===== config.mk =====
export PLATFORM = sky130hd
export DESIGN_NAME = char_lcd_command_sequencer
export DESIGN_NICKNAME = d
export VERILOG_FILES = /design/src/rtl/clcd_pkg.sv /design/src/rtl/char_lcd_command_sequencer.sv
export SDC_FILE = /design/constraint.sdc
export NUM_CORES = 1
export LEC_CHECK = 0
export ABC_AREA = 1
export BUFFER_PORTS_ARGS = -buffer_cell sky130_fd_sc_hd__buf_2
export CAP_MARGIN = 20
export CORE_MARGIN = 4
export CORE_UTILIZATION = 55
export CTS_CLUSTER_DIAMETER = 200
export CTS_CLUSTER_SIZE = 20
export DETAILED_ROUTE_END_ITERATION = 7
export PLACE_DENSITY = 0.77
export REMOVE_ABC_BUFFERS = 1
export SYNTH_ARGS = -nofsm -noshare
export SYNTH_HDL_FRONTEND = slang
export SYNTH_SLANG_ARGS = --single-unit

===== constraint.sdc =====
create_clock -name clk_i -period 5.7 [get_ports clk_i]
set_input_delay 1.14 -clock clk_i [delete_from_list [all_inputs] [get_ports clk_i]]
set_output_delay 1.14 -clock clk_i [all_outputs]
set_load 0.02 [all_outputs]

===== src/rtl/clcd_pkg.sv =====
// Shared types, codes and init tables for the character LCD command sequencer.
`default_nettype none

package clcd_pkg;

  localparam int CFG_W         = 20;
  localparam int TIMER_W_DEF   = 20;
  localparam int CFG_ADDR_W    = 3;
  localparam int REQ_W         = 3;
  localparam int PHASE_W       = 5;
  localparam int IN_TDATA_W    = 24;
  localparam int OUT_TDATA_W   = 16;

  localparam logic [CFG_W-1:0] CMD_PULSE_RST   = 20'd4000;
  localparam logic [CFG_W-1:0] CHAR_PULSE_RST  = 20'd40;
  localparam logic [CFG_W-1:0] POWER_WAIT_RST  = 20'd105000;
  localparam logic [CFG_W-1:0] SHORT_WAIT_RST  = 20'd5000;
  localparam logic [CFG_W-1:0] SETTLE_WAIT_RST = 20'd55;

  localparam logic [7:0] LCD_WAKE      = 8'h30;
  localparam logic [7:0] LCD_FUNC_SET  = 8'h38;
  localparam logic [7:0] LCD_DISP_OFF  = 8'h08;
  localparam logic [7:0] LCD_CLR_DISP  = 8'h01;
  localparam logic [7:0] LCD_ENTRY     = 8'h06;
  localparam logic [7:0] LCD_DISP_ON   = 8'h0C;
  localparam logic [7:0] LCD_NULL      = 8'h00;
  localparam logic [7:0] LCD_ROW1_BASE = 8'h80;
  localparam logic [7:0] LCD_ROW2_BASE = 8'hC0;

  typedef enum logic [REQ_W-1:0] {
    REQ_TICK   = 3'd0,
    REQ_INIT   = 3'd1,
    REQ_CMD    = 3'd2,
    REQ_CHAR   = 3'd3,
    REQ_CURSOR = 3'd4,
    REQ_CLEAR  = 3'd5
  } req_e;

  typedef enum logic [CFG_ADDR_W-1:0] {
    CFG_CMD_PULSE   = 3'd0,
    CFG_CHAR_PULSE  = 3'd1,
    CFG_POWER_WAIT  = 3'd2,
    CFG_SHORT_WAIT  = 3'd3,
    CFG_SETTLE_WAIT = 3'd4
  } cfg_reg_e;

  typedef enum logic [1:0] {
    WAIT_SHORT,
    WAIT_POWER,
    WAIT_SETTLE
  } wait_sel_e;

  function automatic logic [7:0] init_byte(logic [2:0] idx);
    logic [7:0] b;
    case (idx)
      3'd0, 3'd1, 3'd2: b = LCD_WAKE;
      3'd3:             b = LCD_FUNC_SET;
      3'd4:             b = LCD_DISP_OFF;
      3'd5:             b = LCD_CLR_DISP;
      3'd6:             b = LCD_ENTRY;
      default:          b = LCD_DISP_ON;
    endcase
    return b;
  endfunction

  function automatic wait_sel_e init_wait(logic [2:0] idx);
    wait_sel_e w;
    case (idx)
      3'd0, 3'd5: w = WAIT_SHORT;
      3'd1, 3'd2: w = WAIT_POWER;
      default:    w = WAIT_SETTLE;
    endcase
    return w;
  endfunction

endpackage

`default_nettype wire


===== src/rtl/char_lcd_command_sequencer.sv =====
// Character LCD command sequencer: request decode, phase timer and pin registers.
//
//  channel | dir | handshake                  | payload
//  s_axis  | in  | s_axis_tvalid/tready       | tuser: req_type; tdata: data_byte, row, column
//  m_axis  | out | m_axis_tvalid/tready       | tdata: rs, data_pins, enable, busy_res, accepted
//  cfg     | in  | cfg_valid_i/cfg_ready_o    | cfg_addr_i: register index, cfg_data_i: value
//
// One item per cycle while the output is not stalled: an item waits in the input register, is
// decoded against the sequencer state and is then registered in the result register.
// The only loop is the state update (timer, phase, pins) of one item per clock while the output is not stalled.
// Reset clears the sequencer to idle with all pins low and loads default timings.
// A stalled output holds the result; the input register then takes at most one
// more item and holds it until the result drains. cfg writes are always ready.
`default_nettype none

module char_lcd_command_sequencer #(
  parameter int TIMER_WIDTH = clcd_pkg::TIMER_W_DEF
) (
  input  wire logic                              clk_i,
  input  wire logic                              rst_ni,
  input  wire logic                              s_axis_tvalid,
  output logic                                   s_axis_tready,
  // [7:0] data_byte, [9:8] row, [17:10] column, [23:18] zero
  input  wire logic [clcd_pkg::IN_TDATA_W-1:0]   s_axis_tdata,
  // [2:0] req_type
  input  wire logic [clcd_pkg::REQ_W-1:0]        s_axis_tuser,
  output logic                                   m_axis_tvalid,
  input  wire logic                              m_axis_tready,
  // [0] rs, [8:1] data_pins, [9] enable, [10] busy_res, [11] accepted, [15:12] zero
  output logic [clcd_pkg::OUT_TDATA_W-1:0]       m_axis_tdata,
  input  wire logic                              cfg_valid_i,
  output logic                                   cfg_ready_o,
  input  wire logic [clcd_pkg::CFG_ADDR_W-1:0]   cfg_addr_i,
  input  wire logic [clcd_pkg::CFG_W-1:0]        cfg_data_i
);
  import clcd_pkg::*;

  localparam int TW = TIMER_WIDTH;
  localparam int CW = (TW > CFG_W) ? TW : CFG_W;

  typedef enum logic [1:0] {
    KIND_IDLE,
    KIND_INIT,
    KIND_SINGLE,
    KIND_CLEAR
  } kind_e;

  function automatic logic [TW-1:0] clamp_dur(logic [CFG_W-1:0] v);
    logic [CW-1:0] ext;
    logic [CW-1:0] lim;
    ext = CW'(v);
    lim = CW'({TW{1'b1}});
    if (ext > lim) return {TW{1'b1}};
    return TW'(ext);
  endfunction

  // configuration registers
  logic [CFG_W-1:0] cmd_pulse_q, char_pulse_q, power_wait_q, short_wait_q, settle_wait_q;

  // input register
  logic             in_valid_q;
  logic [REQ_W-1:0] in_req_q;
  logic [7:0]       in_byte_q;
  logic [1:0]       in_row_q;
  logic [7:0]       in_col_q;

  // sequencer state
  kind_e              kind_q, kind_d;
  logic [PHASE_W-1:0] phase_q, phase_d;
  logic [TW-1:0]      time_q, time_d;
  logic               rs_q, rs_d;
  logic [7:0]         data_q, data_d;
  logic               en_q, en_d;
  logic               acc_d;

  // result register
  logic             out_valid_q;
  logic             out_rs_q, out_en_q, out_busy_q, out_acc_q;
  logic [7:0]       out_data_q;

  logic advance;
  logic load_time;
  logic [CFG_W-1:0] dur;
  logic [PHASE_W-1:0] phase_inc;
  logic [2:0] wait_idx;

  assign advance       = in_valid_q && (!out_valid_q || m_axis_tready);
  assign s_axis_tready = !in_valid_q || advance;
  assign cfg_ready_o   = 1'b1;
  assign m_axis_tvalid = out_valid_q;
  assign m_axis_tdata  = {4'b0, out_acc_q, out_busy_q, out_en_q, out_data_q, out_rs_q};

  assign phase_inc = phase_q + PHASE_W'(1);
  assign wait_idx  = phase_inc[3:1] - 3'd1;

  always_comb begin
    kind_d    = kind_q;
    phase_d   = phase_q;
    time_d    = time_q;
    rs_d      = rs_q;
    data_d    = data_q;
    en_d      = en_q;
    acc_d     = 1'b0;
    load_time = 1'b0;
    dur       = cmd_pulse_q;
    if (in_req_q == REQ_TICK) begin
      if (kind_q != KIND_IDLE) begin
        if (time_q > TW'(1)) begin
          time_d = time_q - TW'(1);
        end else if (kind_q == KIND_INIT && phase_inc <= PHASE_W'(16)) begin
          phase_d = phase_inc;
          if (phase_inc[0]) begin
            rs_d   = 1'b0;
            data_d = init_byte(phase_inc[3:1]);
            en_d   = 1'b1;
            load_time = 1'b1;
            dur    = cmd_pulse_q;
          end else begin
            en_d      = 1'b0;
            load_time = 1'b1;
            case (init_wait(wait_idx))
              WAIT_POWER: dur = power_wait_q;
              WAIT_SHORT: dur = short_wait_q;
              default:    dur = settle_wait_q;
            endcase
          end
        end else if (kind_q == KIND_CLEAR && phase_inc == PHASE_W'(1)) begin
          phase_d   = phase_inc;
          en_d      = 1'b0;
          load_time = 1'b1;
          dur       = CFG_W'(1);
        end else if (kind_q == KIND_CLEAR && phase_inc == PHASE_W'(2)) begin
          phase_d   = phase_inc;
          rs_d      = 1'b0;
          data_d    = LCD_CLR_DISP;
          en_d      = 1'b1;
          load_time = 1'b1;
          dur       = cmd_pulse_q;
        end else begin
          kind_d  = KIND_IDLE;
          phase_d = '0;
          time_d  = '0;
          en_d    = 1'b0;
        end
      end
    end else if (kind_q == KIND_IDLE) begin
      phase_d = '0;
      unique case (in_req_q)
        REQ_INIT: begin
          kind_d    = KIND_INIT;
          data_d    = '0;
          en_d      = 1'b0;
          load_time = 1'b1;
          dur       = power_wait_q;
          acc_d     = 1'b1;
        end
        REQ_CMD, REQ_CHAR: begin
          kind_d    = KIND_SINGLE;
          rs_d      = (in_req_q == REQ_CHAR);
          data_d    = in_byte_q;
          en_d      = 1'b1;
          load_time = 1'b1;
          dur       = (in_req_q == REQ_CHAR) ? char_pulse_q : cmd_pulse_q;
          acc_d     = 1'b1;
        end
        REQ_CURSOR: begin
          if (in_row_q == 2'd1 || in_row_q == 2'd2) begin
            kind_d    = KIND_SINGLE;
            rs_d      = 1'b0;
            data_d    = ((in_row_q == 2'd1) ? LCD_ROW1_BASE : LCD_ROW2_BASE)
                        + in_col_q + 8'hFF;
            en_d      = 1'b1;
            load_time = 1'b1;
            dur       = cmd_pulse_q;
            acc_d     = 1'b1;
          end
        end
        REQ_CLEAR: begin
          kind_d    = KIND_CLEAR;
          rs_d      = 1'b0;
          data_d    = LCD_NULL;
          en_d      = 1'b1;
          load_time = 1'b1;
          dur       = cmd_pulse_q;
          acc_d     = 1'b1;
        end
        default: begin
        end
      endcase
    end
    if (load_time) time_d = clamp_dur(dur);
  end

  always_ff @(posedge clk_i or negedge rst_ni) begin
    if (!rst_ni) begin
      cmd_pulse_q   <= CMD_PULSE_RST;
      char_pulse_q  <= CHAR_PULSE_RST;
      power_wait_q  <= POWER_WAIT_RST;
      short_wait_q  <= SHORT_WAIT_RST;
      settle_wait_q <= SETTLE_WAIT_RST;
    end else if (cfg_valid_i && cfg_ready_o) begin
      unique case (cfg_addr_i)
        CFG_CMD_PULSE:   cmd_pulse_q   <= cfg_data_i;
        CFG_CHAR_PULSE:  char_pulse_q  <= cfg_data_i;
        CFG_POWER_WAIT:  power_wait_q  <= cfg_data_i;
        CFG_SHORT_WAIT:  short_wait_q  <= cfg_data_i;
        CFG_SETTLE_WAIT: settle_wait_q <= cfg_data_i;
        default: begin
        end
      endcase
    end
  end

  always_ff @(posedge clk_i or negedge rst_ni) begin
    if (!rst_ni) begin
      in_valid_q <= 1'b0;
    end else if (s_axis_tready) begin
      in_valid_q <= s_axis_tvalid;
    end
  end

  always_ff @(posedge clk_i) begin
    if (s_axis_tready && s_axis_tvalid) begin
      in_req_q  <= s_axis_tuser;
      in_byte_q <= s_axis_tdata[7:0];
      in_row_q  <= s_axis_tdata[9:8];
      in_col_q  <= s_axis_tdata[17:10];
    end
  end

  always_ff @(posedge clk_i or negedge rst_ni) begin
    if (!rst_ni) begin
      kind_q      <= KIND_IDLE;
      phase_q     <= '0;
      time_q      <= '0;
      rs_q        <= 1'b0;
      data_q      <= '0;
      en_q        <= 1'b0;
      out_valid_q <= 1'b0;
      out_rs_q    <= 1'b0;
      out_data_q  <= '0;
      out_en_q    <= 1'b0;
      out_busy_q  <= 1'b0;
      out_acc_q   <= 1'b0;
    end else if (advance) begin
      kind_q      <= kind_d;
      phase_q     <= phase_d;
      time_q      <= time_d;
      rs_q        <= rs_d;
      data_q      <= data_d;
      en_q        <= en_d;
      out_valid_q <= 1'b1;
      out_rs_q    <= rs_d;
      out_data_q  <= data_d;
      out_en_q    <= en_d;
      out_busy_q  <= (kind_d != KIND_IDLE);
      out_acc_q   <= acc_d;
    end else if (m_axis_tready) begin
      out_valid_q <= 1'b0;
    end
  end

  a_idle_clean: assert property (@(posedge clk_i) disable iff (!rst_ni)
    kind_q == KIND_IDLE |-> (time_q == '0 && phase_q == '0 && !en_q))
    else $error("idle sequencer holds live timer, phase or enable");

  a_acc_busy: assert property (@(posedge clk_i) disable iff (!rst_ni)
    out_valid_q && out_acc_q |-> out_busy_q)
    else $error("accepted request without busy");

  a_single_phase: assert property (@(posedge clk_i) disable iff (!rst_ni)
    kind_q == KIND_SINGLE |-> (phase_q == '0 && en_q))
    else $error("single pulse left its only phase");

  a_phase_range: assert property (@(posedge clk_i) disable iff (!rst_ni)
    (kind_q == KIND_INIT |-> phase_q <= PHASE_W'(16)) and
    (kind_q == KIND_CLEAR |-> phase_q <= PHASE_W'(2)))
    else $error("phase index past end of sequence");

  a_drain_ready: assert property (@(posedge clk_i) disable iff (!rst_ni)
    !in_valid_q |-> s_axis_tready)
    else $error("input not ready with empty input register");

endmodule

`default_nettype wire


==> metrics.csv <==
stage,metric,value,unit
status,status,"complete, no violations",
critical_path,"Slowest-stage cell, CP",inv_1,
clock_tree,"Setup Fix Bufs, Post-CTS",0,
drt,First-pass DRT Iterations,8,
cells_and_area,fraction of layout cells with a size suffix above 1,16.29,%
critical_path,CP endpoint kind,flop,
drt,final WL,23.78,mm
placement,DP HPWL,15.35,mm
timing,Tcrit/Tclk final,64.81,%
clock_tree,deepest clock path buffer count,2,
yosys,Post-synth ARST share,87.04,%
critical_path,critical path data required time,6.02,ns
cells_and_area,Non-Filler Instances,1497,
grt,Overall Global Routing Usage,25.22,%
pwr,peak supply drop,0.2340,mV
yosys,Yosys Warn Count,0,
pwr,pwr dens,392.8,nW/µm²
placement,GP Congestion,0.9039,
grt,vias in the first global route,8066,
cells_and_area,post-route cell area,10370,µm²
timing,Max Freq,270.7,MHz
clock_tree,# resized after CTS,0,
placement,pre-CTS WS,2.197,ns
timing,RSZ-0062 raised after global routing,false,
cells_and_area,area occupied by multi-input gates,4444,µm²
yosys,"EDFF count, synth",21,
grt,pin count of the biggest net entering global routing,94,
floorplan,Die Area,19300,µm²
critical_path,CP peak stage delay,0.67,ns
placement,Placed Cells incl. Taps,1465,
drt,top layer in use,met4,
clock_tree,clk slew on worst S/H paths,0.06,ns
grt,GR Overflow Total,0,
cells_and_area,Post-layout nets,1338,
yosys,cell with the most instances after synthesis,nand2_1,
timing,final hold vios,0,
yosys,post-synthesis cell type count,48,
yosys,register area share after synthesis,44.43,%
cells_and_area,Syn-to-layout area delta,9.964,%
grt,first-pass GRT wire length,39.75,mm
critical_path,Worst Path Buf+Inv,3,
yosys,commonest cells in the netlist,"nand2_1, o21ai_0, inv_1, nor2_1, dfrtp_1",
yosys,leading area contributor after synthesis,dfrtp_1,
timing,min setup slack post-route,2.006,ns
grt,initial antenna violation count,0,
drt,Residual DRC,0,
cells_and_area,FF+latch area,4190,µm²
cells_and_area,Antenna Cells,0,
timing,fin. max-slew vios,0,
drt,Via density,5.565,
flow_run,Max Cap Viol,0,
hold_path,Hold Path Class,reg -> reg,
yosys,Post-Synthesis Cells,1228,
placement,dpl cell area,9806,µm²
floorplan,row cnt,47,
timing,Fin Clk Skew,0.006732,ns
drt,DRT antenna net count,0,
clock_tree,total clock sinks,162,
floorplan,Die W,138.9,µm
critical_path,"Arr. time, crit path",4.01,ns
timing,Final min period,3.694,ns
drt,DR iter-0 viols,791,
drt,met3 wire len,1.730,mm
critical_path,Setup crit start kind,flop,
timing,final setup violation count,0,
drt,DR WL met2,10.98,mm
clock_tree,clk root buf,clkbuf_16,
cells_and_area,fillcell total,1517,
critical_path,WS Path Type,reg -> reg,
pwr,Final Power,4.073,mW
clock_tree,Clock Latency Late Sink,0.43,ns
critical_path,Max Fanout on Critical Path,22,
yosys,Main synth FF type,dfrtp_1,
floorplan,Die H,138.9,µm
critical_path,crit-path cells,"inv_2, ha_1, clkinv_1, nand2_1, nand2_1, inv_1, nor2_1, nor3_1, nor2_2, nand2_1, a21oi_2",
floorplan,starting density of the core,56.47,%
floorplan,total core area,16700,µm²
yosys,Post-Syn Area per Cell,7.679,µm²
clock_tree,H-tree Lvls,4,
yosys,"top cells by area, synth","dfrtp_1, nand2_1, o21ai_0",
yosys,"Cell Area, Synth",9430,µm²
floorplan,I/O pin cnt,74,
clock_tree,CTS tree,done,
yosys,register bit total from synthesis,162,
placement,IO Port Bufs,62,
timing,Slew HR,40.10,%
yosys,share of the synthesized area in the top cell type,30.78,%
clock_tree,hold buffer count at CTS,0,
critical_path,Top delay family on crit path,buffers and inverters,
pwr,P_leak,4.894,nW
drt,vias,8331,
clock_tree,Num CTS Buffers,17,
timing,Worst Tran Pin Value,0.8975,ns
drt,routed len/inst,15.89,µm
timing,setup TNS,0,ns
critical_path,cell mode on critical path,nand2_1,
drt,M1 WL,10.47,mm
==> routing by layer <==
metal	global-route usage, %	up-vias
met5	0	-
met4	9.475	0
met3	5.345	55
met2	40.17	300
met1	34.15	3937
li1	-	4039
==> metrics by stage <==
step	hold WS [ns]	utilization, %
3_3_place_gp	0.4583	58.71
2_1_floorplan	0.4455	-
3_5_place_dp	0.4604	58.71
5_1_grt	0.4994	62.09
4_1_cts	0.4771	62.09
6_report	0.4738	62.09
==> cells by family (layout without fill, tap and decap cells) <==
logic type | Yosys count | in the layout | share of synthesized area (%)
xor gates and xnor gates | 17 | 17 | 1.579
DFF | 162 | 162 | 44.43
adders and majority gates | 19 | 19 | 2.601
buffers and inverters | 191 | 237 | 8.558
other | 2 | 5 | 0.07964
AOI/OAI and AO/OA | 271 | 271 | 15.75
and+or+nand+nor | 566 | 566 | 27.00
==> final cells by class <==
class,count,share of cell area [%]
multi-input combinational,878,42.86
sequential,162,40.41
inverter,132,4.790
clock buffer,23,4.416
timing repair buffer,73,3.849
tap,220,2.654
clock inverter,9,1.026
==> cell usage in the layout, fill, tap and decap left out, types with 17 or more instances in the layout <==
master     instances
nand2_1          286
o21ai_0          151
inv_1            124
nor2_1           124
dfrtp_1          116
a21oi_1           63
buf_2             61
nand3_1           59
dfstp_2           25
nor3_1            24
o21ai_1           22
nor2_2            21
edfxtp_1          21
ha_1              18
nand2_2           17
clkbuf_16         17
==> path summary, 6_finish.rpt <==
check / from / to / slack, ns / depth (start not counted)
worst max-delay path: in_req_q[2] / time_q[17] / 2.01 / 11
worst min-delay path: out_data_q[6] / out_data_q[6] / 0.47 / 2
worst max register to register: in_req_q[2] / time_q[17] / 2.01 / 11
worst min register to register: out_data_q[6] / out_data_q[6] / 0.47 / 2
max in group asynchronous: rst_ni / kind_q[0] / 3.78 / 2
min in group asynchronous: rst_ni / char_pulse_q[14] / 0.79 / 1
==> tightest hold or removal path, stage by stage (launching register included) <==
cell and delay (ns):
dfrtp_1 0.34, nand2_1 0.05, nand2_1 0.05
==> power by group <==
group / internal (mW) / switching, mW
registers: 1.46 / 0.222
logic: 0.444 / 0.835
clock network: 0.656 / 0.455
==> state kept, by name, summed over array words and instances (netlist names) <==
| name | flops |
|---|---|
| char_pulse_q | 20 |
| cmd_pulse_q | 20 |
| in_byte_q | 8 |
| in_col_q | 8 |
| in_req_q | 3 |
| in_row_q | 2 |
| in_valid_q | 1 |
| kind_q | 2 |
| m_axis_tvalid | 1 |
| out_acc_q | 1 |
| out_busy_q | 1 |
| out_data_q | 8 |
| out_en_q | 1 |
| out_rs_q | 1 |
| phase_q | 5 |
| power_wait_q | 20 |
| settle_wait_q | 20 |
| short_wait_q | 20 |
| time_q | 20 |
Power figures use the tool's default switching activity.
